<file path="src/rtl/chts_pkg.sv">
// ----------------------------------------------------------------------------
// chts_pkg
// Types, constants and helper functions shared by the history table search
// block and its storage cells.
// ----------------------------------------------------------------------------
package chts_pkg;

  // Number of records held in the table (2 to 64).
  localparam int TABLE_DEPTH = 64;
  localparam int SLOT_W      = 6;
  localparam int COUNT_W     = 7;
  localparam int FILL_W      = $clog2(TABLE_DEPTH + 1);
  localparam int SCAN_W      = $clog2(TABLE_DEPTH);
  localparam int DATE_W      = 20;
  localparam int KEY_W       = 64;
  localparam int PROC_W      = 4;
  localparam int MODE_W      = 3;
  localparam int CFG_IDX_W   = 3;

  localparam logic [DATE_W-1:0] DATE_MAX = '1;

  // Operation codes carried by a command.
  typedef enum logic [1:0] {
    OP_INSERT = 2'd0,
    OP_DELETE = 2'd1,
    OP_CLEAR  = 2'd2,
    OP_SEARCH = 2'd3
  } op_t;

  // Search mode codes.
  localparam logic [MODE_W-1:0] MODE_DATE    = 3'd0;
  localparam logic [MODE_W-1:0] MODE_PROC    = 3'd1;
  localparam logic [MODE_W-1:0] MODE_TEST    = 3'd2;
  localparam logic [MODE_W-1:0] MODE_USER    = 3'd3;
  localparam logic [MODE_W-1:0] MODE_PATIENT = 3'd4;

  // Configuration register indexes.
  localparam logic [CFG_IDX_W-1:0] CFG_SEARCH_MODE = 3'd0;
  localparam logic [CFG_IDX_W-1:0] CFG_DATE_FIRST  = 3'd1;
  localparam logic [CFG_IDX_W-1:0] CFG_DATE_LAST   = 3'd2;
  localparam logic [CFG_IDX_W-1:0] CFG_QUERY_PROC  = 3'd3;
  localparam logic [CFG_IDX_W-1:0] CFG_QUERY_KEY   = 3'd4;

  typedef struct packed {
    op_t          operation;
    logic [5:0]   slot_index;
    logic [6:0]   rec_year;
    logic [3:0]   rec_month;
    logic [4:0]   rec_day;
    logic [3:0]   rec_procedure;
    logic [63:0]  rec_test_name;
    logic [63:0]  rec_user_name;
    logic [63:0]  rec_patient_id;
  } cmd_t;

  typedef struct packed {
    logic [5:0]   out_slot;
    logic         slot_valid;
    logic         evicted_oldest;
    logic         bad_index;
    logic [6:0]   match_count;
    logic         last_result;
  } result_t;

  // One stored record.
  typedef struct packed {
    logic              valid;
    logic [DATE_W-1:0] date;
    logic [PROC_W-1:0] procedure;
    logic [KEY_W-1:0]  test_key;
    logic [KEY_W-1:0]  user_key;
    logic [KEY_W-1:0]  patient_key;
  } entry_t;

  // Search settings seen by every cell.
  typedef struct packed {
    logic [MODE_W-1:0] mode;
    logic [DATE_W-1:0] date_first;
    logic [DATE_W-1:0] date_last;
    logic [PROC_W-1:0] procedure;
    logic [KEY_W-1:0]  key;
  } query_t;

  // Per-cell control from the sequencer.
  typedef struct packed {
    logic clear;
    logic write;
    logic shift;
    logic load_hit;
    logic shift_hit;
  } cell_ctl_t;

  // True when a stored record satisfies the current search settings.
  function automatic logic record_matches(entry_t e, query_t q);
    logic m;
    m = 1'b0;
    unique case (q.mode)
      MODE_DATE:    m = (e.date == q.date_first) || (e.date == q.date_last) ||
                        ((e.date > q.date_first) && (e.date < q.date_last));
      MODE_PROC:    m = (e.procedure == q.procedure);
      MODE_TEST:    m = (e.test_key == q.key);
      MODE_USER:    m = (e.user_key == q.key);
      MODE_PATIENT: m = (e.patient_key == q.key);
      default:      m = 1'b0;
    endcase
    return m;
  endfunction

  // Packs a date as year*10000 + month*100 + day, saturating at 20 bits.
  function automatic logic [DATE_W-1:0] pack_date(logic [6:0] y, logic [3:0] m,
                                                  logic [4:0] d);
    logic [22:0] sum;
    sum = 23'(y) * 23'd10000 + 23'(m) * 23'd100 + 23'(d);
    return (sum > 23'(DATE_MAX)) ? DATE_MAX : sum[DATE_W-1:0];
  endfunction

endpackage

</file>
<file path="src/rtl/chts_cell.sv">
// ----------------------------------------------------------------------------
// chts_cell
// One table slot: holds a record, takes its upper neighbor's record when the
// table compacts, and passes its search hit flag up the chain during a scan.
// ----------------------------------------------------------------------------
module chts_cell
  import chts_pkg::*;
(
  input  logic      clk,
  input  logic      rst,
  input  cell_ctl_t ctl,
  input  entry_t    record,
  input  entry_t    upper,
  input  logic      lower_hit,
  input  query_t    query,
  output entry_t    entry,
  output logic      hit
);

  // Record storage; only the valid mark is reset.
  always_ff @(posedge clk) begin
    if (rst) begin
      entry.valid <= 1'b0;
    end else if (ctl.clear) begin
      entry.valid <= 1'b0;
    end else if (ctl.write) begin
      entry <= record;
    end else if (ctl.shift) begin
      entry <= upper;
    end
  end

  // Hit flag: evaluated locally at search start, then moved up the chain.
  always_ff @(posedge clk) begin
    if (rst) begin
      hit <= 1'b0;
    end else if (ctl.load_hit) begin
      hit <= entry.valid && record_matches(entry, query);
    end else if (ctl.shift_hit) begin
      hit <= lower_hit;
    end
  end

endmodule
</file>
<file path="config.mk">
export PLATFORM = sky130hd
export DESIGN_NAME = chts_cell
export DESIGN_NICKNAME = d
export VERILOG_FILES = /design/src/rtl/chts_pkg.sv /design/src/rtl/chts_cell.sv
export SDC_FILE = /design/constraint.sdc
export NUM_CORES = 1
export LEC_CHECK = 0
export BUFFER_PORTS_ARGS = -buffer_cell sky130_fd_sc_hd__buf_2
export CELL_PAD_IN_SITES_DETAIL_PLACEMENT = 0
export CELL_PAD_IN_SITES_GLOBAL_PLACEMENT = 2
export CORE_AREA = 5 5 301 303
export DETAILED_ROUTE_END_ITERATION = 8
export DIE_AREA = 0 0 306 308
export PLACE_DENSITY_LB_ADDON = 0.1
export SETUP_SLACK_MARGIN = 0.3
export SYNTH_ARGS = -nofsm -noshare
export SYNTH_HDL_FRONTEND = slang
export SYNTH_SLANG_ARGS = --single-unit
export TNS_END_PERCENT = 100
</file>
<file path="constraint.sdc">
create_clock -name clk -period 26.1 [get_ports clk]
set_input_delay 5.22 -clock clk [delete_from_list [all_inputs] [get_ports clk]]
set_output_delay 5.22 -clock clk [all_outputs]
set_load 0.02 [all_outputs]
</file>
==> metrics.txt, run 1 <==
outcome=complete, no violations; Max transition margin=0.240; Max Cap Violations=0; Die W=306 um; worst-margin pin slew=1140 ps; crit start category=primary input; vias in the first global route=12600; post-synthesis compound-gate area fraction=0.113; P&R area growth vs syn=48.8%; syn_area_per_cell=12.8 sq um; GP Congestion=0.797; Post-synth top cells=216 x edfxtp_1, 216 x mux2_2, 61 x inv_1; Pleak=7.86 nW; unrepaired setup endpoints after global routing=false; Post-synth EDFFs=216; DR WL/cell=25.9 um; Vias per Instance=3.85; mux cell area share after synthesis=0.196; CP peak stage delay=900 ps; syn nets=1567; hold violation total from the final report=0; clock skew=12.6 ps; largest net degree at the start of global routing=73; VDD IR-drop max=0.0496 mV; CTS max path bufs=3; Clock Latency Late Sink=600 ps; Register-to-Register Path Depth=8; Crit Path Category=primary input to flop; Initial DRT Pass Iterations=4; WHS Endpoint=entry[216]$_SDFFE_PP0P_; die area=94200 sq um; layout cells sized above 1=0.600; area of the multi-input gates=5490 sq um; CTS Buf Count=29; via count=11300; crit-path max FO=56; I/O Pins=771; post-synthesis xor/xnor area fraction=0.0315; Worst Min Path Start=entry[216]$_SDFFE_PP0P_; initial antenna violation count=36; CP delay by family, top=simple AND/OR/NAND/NOR gates; post-cts sizing count=0; slowest cell on the critical path=or2_1; area leader, netlist=edfxtp_1; Mapped Area=12500 sq um; #FFs+latches synth=218; FF-to-FF End=hit$_SDFFE_PP0P_; Final setup viols=0; first-pass GRT wire length=101 mm; input/output buffers=770; Detailed Place HPWL=64.1 mm; grt ovf=0; setup repair bufs after CTS=0; Power Density=56.9 nW/um^2; fill cell count=9687; Post-Route WL=75.7 mm; Worst Path Required=26620 ps; clk sinks=218; Synth warnings=0; fmax=109 MHz; Primary FF master, synth=edfxtp_1; largest family of logic cells by synthesized area=multiplexers; launching point of the worst reg2reg path=hit$_SDFFE_PP0P_; Initial DRC Count=490; Yosys cell types=59; register area share after synthesis=0.522; fin nets=2323; CTS tree=built; core area=87700 sq um; # DRC=0; Clock Tree Root=clkbuf_16; R2R Setup Slk=22760 ps; post-route setup TNS=0 ps; global-route usage over all layers=0.152; hold path depth=4; Post-Synthesis Cells=974; total power=1.06 mW; Worst Hold Class=flop to flop; Final ANT Viol Nets=0; critical path buffer and inverter count=2; Starting Density=0.142; fraction of registers with async set/reset=0; crit end category=flop; Simple-Gate Fraction of Synth Area=0.0570; row cnt=109; post-synth top area share=0.519; period utilization=0.351; Area after DPL=17600 sq um; crit path cell chain=buf_2 -> and3b_2 -> buf_4 -> or2_1 -> o221ai_1 -> xnor2_1 -> nor4_1 -> nand4_1 -> or4_1 -> o31ai_2; minimum clock period=9150 ps; top post-synthesis cells by area=edfxtp_1 52%, mux2_2 19%, ha_1 4.0%; CTS Hold Buffers Added=0; post-synthesis adder-cell area fraction=0.0401; FF+latch area=6530 sq um; Die H=308 um; Slew Limit Fails=0; crit path DAT=9670 ps; cell area after layout=18600 sq um; clock slew at reported path FFs=60 ps; CTS HTree Levels=1
## power by group
part	switching, mW	internal (mW)	total, mW
combinational	0.122	0.0938	0.215
sequential	0.0255	0.416	0.442
clock	0.176	0.225	0.400
total	0.323	0.735	1.06
## cells by family (layout without fill, tap and decap cells)
family	after synthesis	after routing
mux	218	218
flops	218	218
compound gates	203	203
simple gates	133	133
buf+inv	117	896
xor+xnor	45	45
fa+ha+maj	40	40
other cells	0	10
## sequential cells by signal (all words and copies together) (netlist names)
register,flops
entry,217
hit,1
## metrics by stage
stage           util  cells  setup WS [ps]  hold slack [ps]
2_1_floorplan      -    974           4530              684
3_3_place_gp   0.201   2864          16340              726
3_5_place_dp   0.201   2864          16120              723
4_1_cts        0.212   2918          16770              735
5_1_grt        0.212   2920          16570              811
6_report       0.212   2928          16950              718
## routing by layer
metal | part of all wire | vias up | track usage
li1 | - | 5312 | -
met1 | 0.37 | 5354 | 0.164
met2 | 0.54 | 514 | 0.297
met3 | 0.070 | 90 | 0.0452
met4 | 0.020 | 12 | 0.0251
met5 | 0.0012 | - | 0
## tightest hold or removal path: stages (launching register included)
cell and delay (ps):
dfxtp_1 320, mux2i_1 130, nor2_1 50, a21oi_1 120, nor3_1 50
## how the worst max path moves through the flow
stage | depth (start not counted) | startpoint | slack, ps | to
6_report | 10 | query[109] | 16950 | hit$_SDFFE_PP0P_
3_5_place_dp | 10 | query[109] | 16120 | hit$_SDFFE_PP0P_
3_3_place_gp | 10 | query[109] | 16340 | hit$_SDFFE_PP0P_
4_1_cts | 10 | query[109] | 16770 | hit$_SDFFE_PP0P_
2_1_floorplan | 4 | ctl[3] | 4530 | entry[0]$_DFFE_PP_
5_1_grt | 10 | query[109] | 16570 | hit$_SDFFE_PP0P_
## layout by cell type, fill, tap and decap left out, drive strengths merged, types with 4 or more instances in the layout
| master | count |
|---|---|
| a32oi | 4 |
| a21oi | 44 |
| nand2 | 29 |
| clkbuf | 34 |
| a222oi | 4 |
| xnor2 | 22 |
| mux2 | 216 |
| inv | 62 |
| nor4 | 8 |
| a221oi | 8 |
| nor3b | 13 |
| a21o | 12 |
| xor2 | 23 |
| nor2 | 33 |
| clkinv | 16 |
| o22ai | 17 |
| a22o | 13 |
| nand4 | 16 |
| a31oi | 4 |
| diode | 10 |
| nor3 | 4 |
| or2 | 4 |
| a22oi | 20 |
| a32o | 9 |
| or4 | 4 |
| nor2b | 8 |
| nand3 | 4 |
| o21ai | 35 |
| edfxtp | 216 |
| buf | 780 |
| ha | 40 |
| o221ai | 16 |
## area by class of cell
cell class | instances | area share
Tap cell | 1165 | 0.0784
Sequential cell | 218 | 0.351
Multi-Input combinational cell | 639 | 0.295
Timing Repair Buffer | 780 | 0.212
Antenna cell | 10 | 0.00135
Inverter | 62 | 0.0125
Clock buffer | 34 | 0.0400
Clock inverter | 20 | 0.00942
Power figures use the tool's default switching activity.
==> run 2: changes to the inputs <==
Clock period 26.1 ns to 9.3 ns, I/O delays scaled along.
==> metrics.txt, run 2 (synthesis results as in run 1) <==
FF+latch area=6530 sq um; CTS Buf Count=29; Non-Filler Instances=2922; CTS tree=built; P&R area growth vs syn=48.3%; clk sinks=218; period utilization=0.608; crit-path max FO=56; die area=94200 sq um; via count=11300; VDD IR-drop max=0.138 mV; Die W=306 um; clock slew at reported path FFs=60 ps; crit path cell chain=buf_2 -> and3b_2 -> or2_2 -> o221ai_1 -> xnor2_1 -> nor4_1 -> nand4_1 -> or4_1 -> o31ai_2; Max transition margin=0.278; setup repair bufs after CTS=0; slowest cell on the critical path=and3b_2; grt ovf=0; crit path DAT=6180 ps; hold violation total from the final report=0; Post-Route WL=74.4 mm; Clock Latency Late Sink=610 ps; initial antenna violation count=29; fin nets=2320; CTS max path bufs=3; most common cell after layout, fill and taps aside=buf_2; Die H=308 um; Area after DPL=17600 sq um; Slew Limit Fails=0; CTS HTree Levels=1; Pleak=7.81 nW; Sw Pwr=893 uW; area of the multi-input gates=5500 sq um; crit end category=flop; fmax=177 MHz; Max Cap Violations=0; post-cts sizing count=0; Final ANT Viol Nets=0; minimum clock period=5660 ps; Clock power frac=0.369; I/O Pins=771; crit start category=primary input; Starting Density=0.142; core area=87700 sq um; Final setup viols=0; largest net degree at the start of global routing=140; Worst Path Required=9820 ps; internal power=2.03 mW; Final WS setup=3640 ps; unrepaired setup endpoints after global routing=false; Vias per Instance=3.88; most flop-heavy register=entry; sequential share of power=0.423; fill cell count=9674; CP delay by family, top=simple AND/OR/NAND/NOR gates; Initial DRC Count=475; total power=2.92 mW; layout cells sized above 1=0.595; first-pass GRT wire length=98.4 mm; Crit Path Category=primary input to flop; Detailed Place HPWL=62.5 mm; Power Density=158 nW/um^2; # DRC=0; switch share=0.305; cell area after layout=18500 sq um; global-route usage over all layers=0.148; worst-margin pin slew=1080 ps; Logic pwr share=0.208; vias in the first global route=12500; CP peak stage delay=910 ps; outcome=complete, no violations; CTS Hold Buffers Added=0; post-route setup TNS=0 ps; clock skew=11.7 ps; most frequent cells in the layout=769 x buf_2, 216 x mux2_2, 216 x edfxtp_1, 61 x inv_1, 44 x a21oi_1; placed cell count=2861; Worst Hold Class=flop to flop; Initial DRT Pass Iterations=5; flip-flop count of the largest register after layout=217; row cnt=109; input/output buffers=770; DP Worst Slack=2720 ps; Largest regs=entry x217, hit x1; GP Congestion=0.766; critical path buffer and inverter count=1; DR WL/cell=25.5 um; Clock Tree Root=clkbuf_16
==> run 2: cell count changes in the layout (fill, tap and decap cells not counted) <==
cell	previous run	this run
clkinv_2	11	3
clkinv_1	3	8
buf_4	10	6
clkbuf_1	5	9
clkinvlp_4	2	0
or2_1	3	1
or2_2	1	3
buf_12	0	1
bufinv_16	2	1
clkinv_4	2	1
nor3_2	1	0
nor3_4	0	1
==> run 2: worst paths after layout <==
kind	start	endpoint	slack, ps	cells after the start
worst max-delay path	query[109]	hit$_SDFFE_PP0P_	3640	9
worst min-delay path	entry[216]$_SDFFE_PP0P_	entry[216]$_SDFFE_PP0P_	720	4
worst max register to register	hit$_SDFFE_PP0P_	hit$_SDFFE_PP0P_	5890	8
worst min register to register	entry[216]$_SDFFE_PP0P_	entry[216]$_SDFFE_PP0P_	720	4
==> run 2: layer usage <==
| layer | up-vias | global-route usage | share of wire |
|---|---|---|---|
| met5 | - | 0 | 0.0013 |
| met4 | 16 | 0.0307 | 0.018 |
| met3 | 74 | 0.0469 | 0.074 |
| met2 | 476 | 0.283 | 0.54 |
| met1 | 5488 | 0.158 | 0.37 |
| li1 | 5287 | - | - |
==> run 2: per-stage QoR <==
step,hold WS [ps],utilization
after global routing,829,0.211
after detailed placement,716,0.201
after floorplan,684,-
after CTS,738,0.211
final,721,0.211
after global placement,716,0.201
==> run 2: worst reg2reg max path, cell delays in order, from the launching register on <==
cell and delay (ps):
dfxtp_1 490, mux2i_1 140, or2_2 350, a21oi_1 580
o21ai_0 200, or4_1 460, or4_1 510, or4_1 430
o31ai_2 170
==> run 2: power groups by stage <==
stage / Combinational, mW / Sequential [mW] / Clock, mW
after CTS: 0.628 / 1.24 / 1.13
after detailed placement: 0.623 / 1.26 / 0
after floorplan: 0.235 / 1.31 / 0
final: 0.608 / 1.24 / 1.08
after global routing: 0.662 / 1.25 / 1.16
after global placement: 0.626 / 1.27 / 0
==> run 2: final cells by class <==
type / instances / share of cell area
Inverter: 62 / 0.0126
Sequential cell: 218 / 0.352
Tap cell: 1165 / 0.0787
Antenna cell: 10 / 0.00135
Multi-Input combinational cell: 639 / 0.297
Timing Repair Buffer: 777 / 0.212
Clock buffer: 38 / 0.0410
Clock inverter: 13 / 0.00540
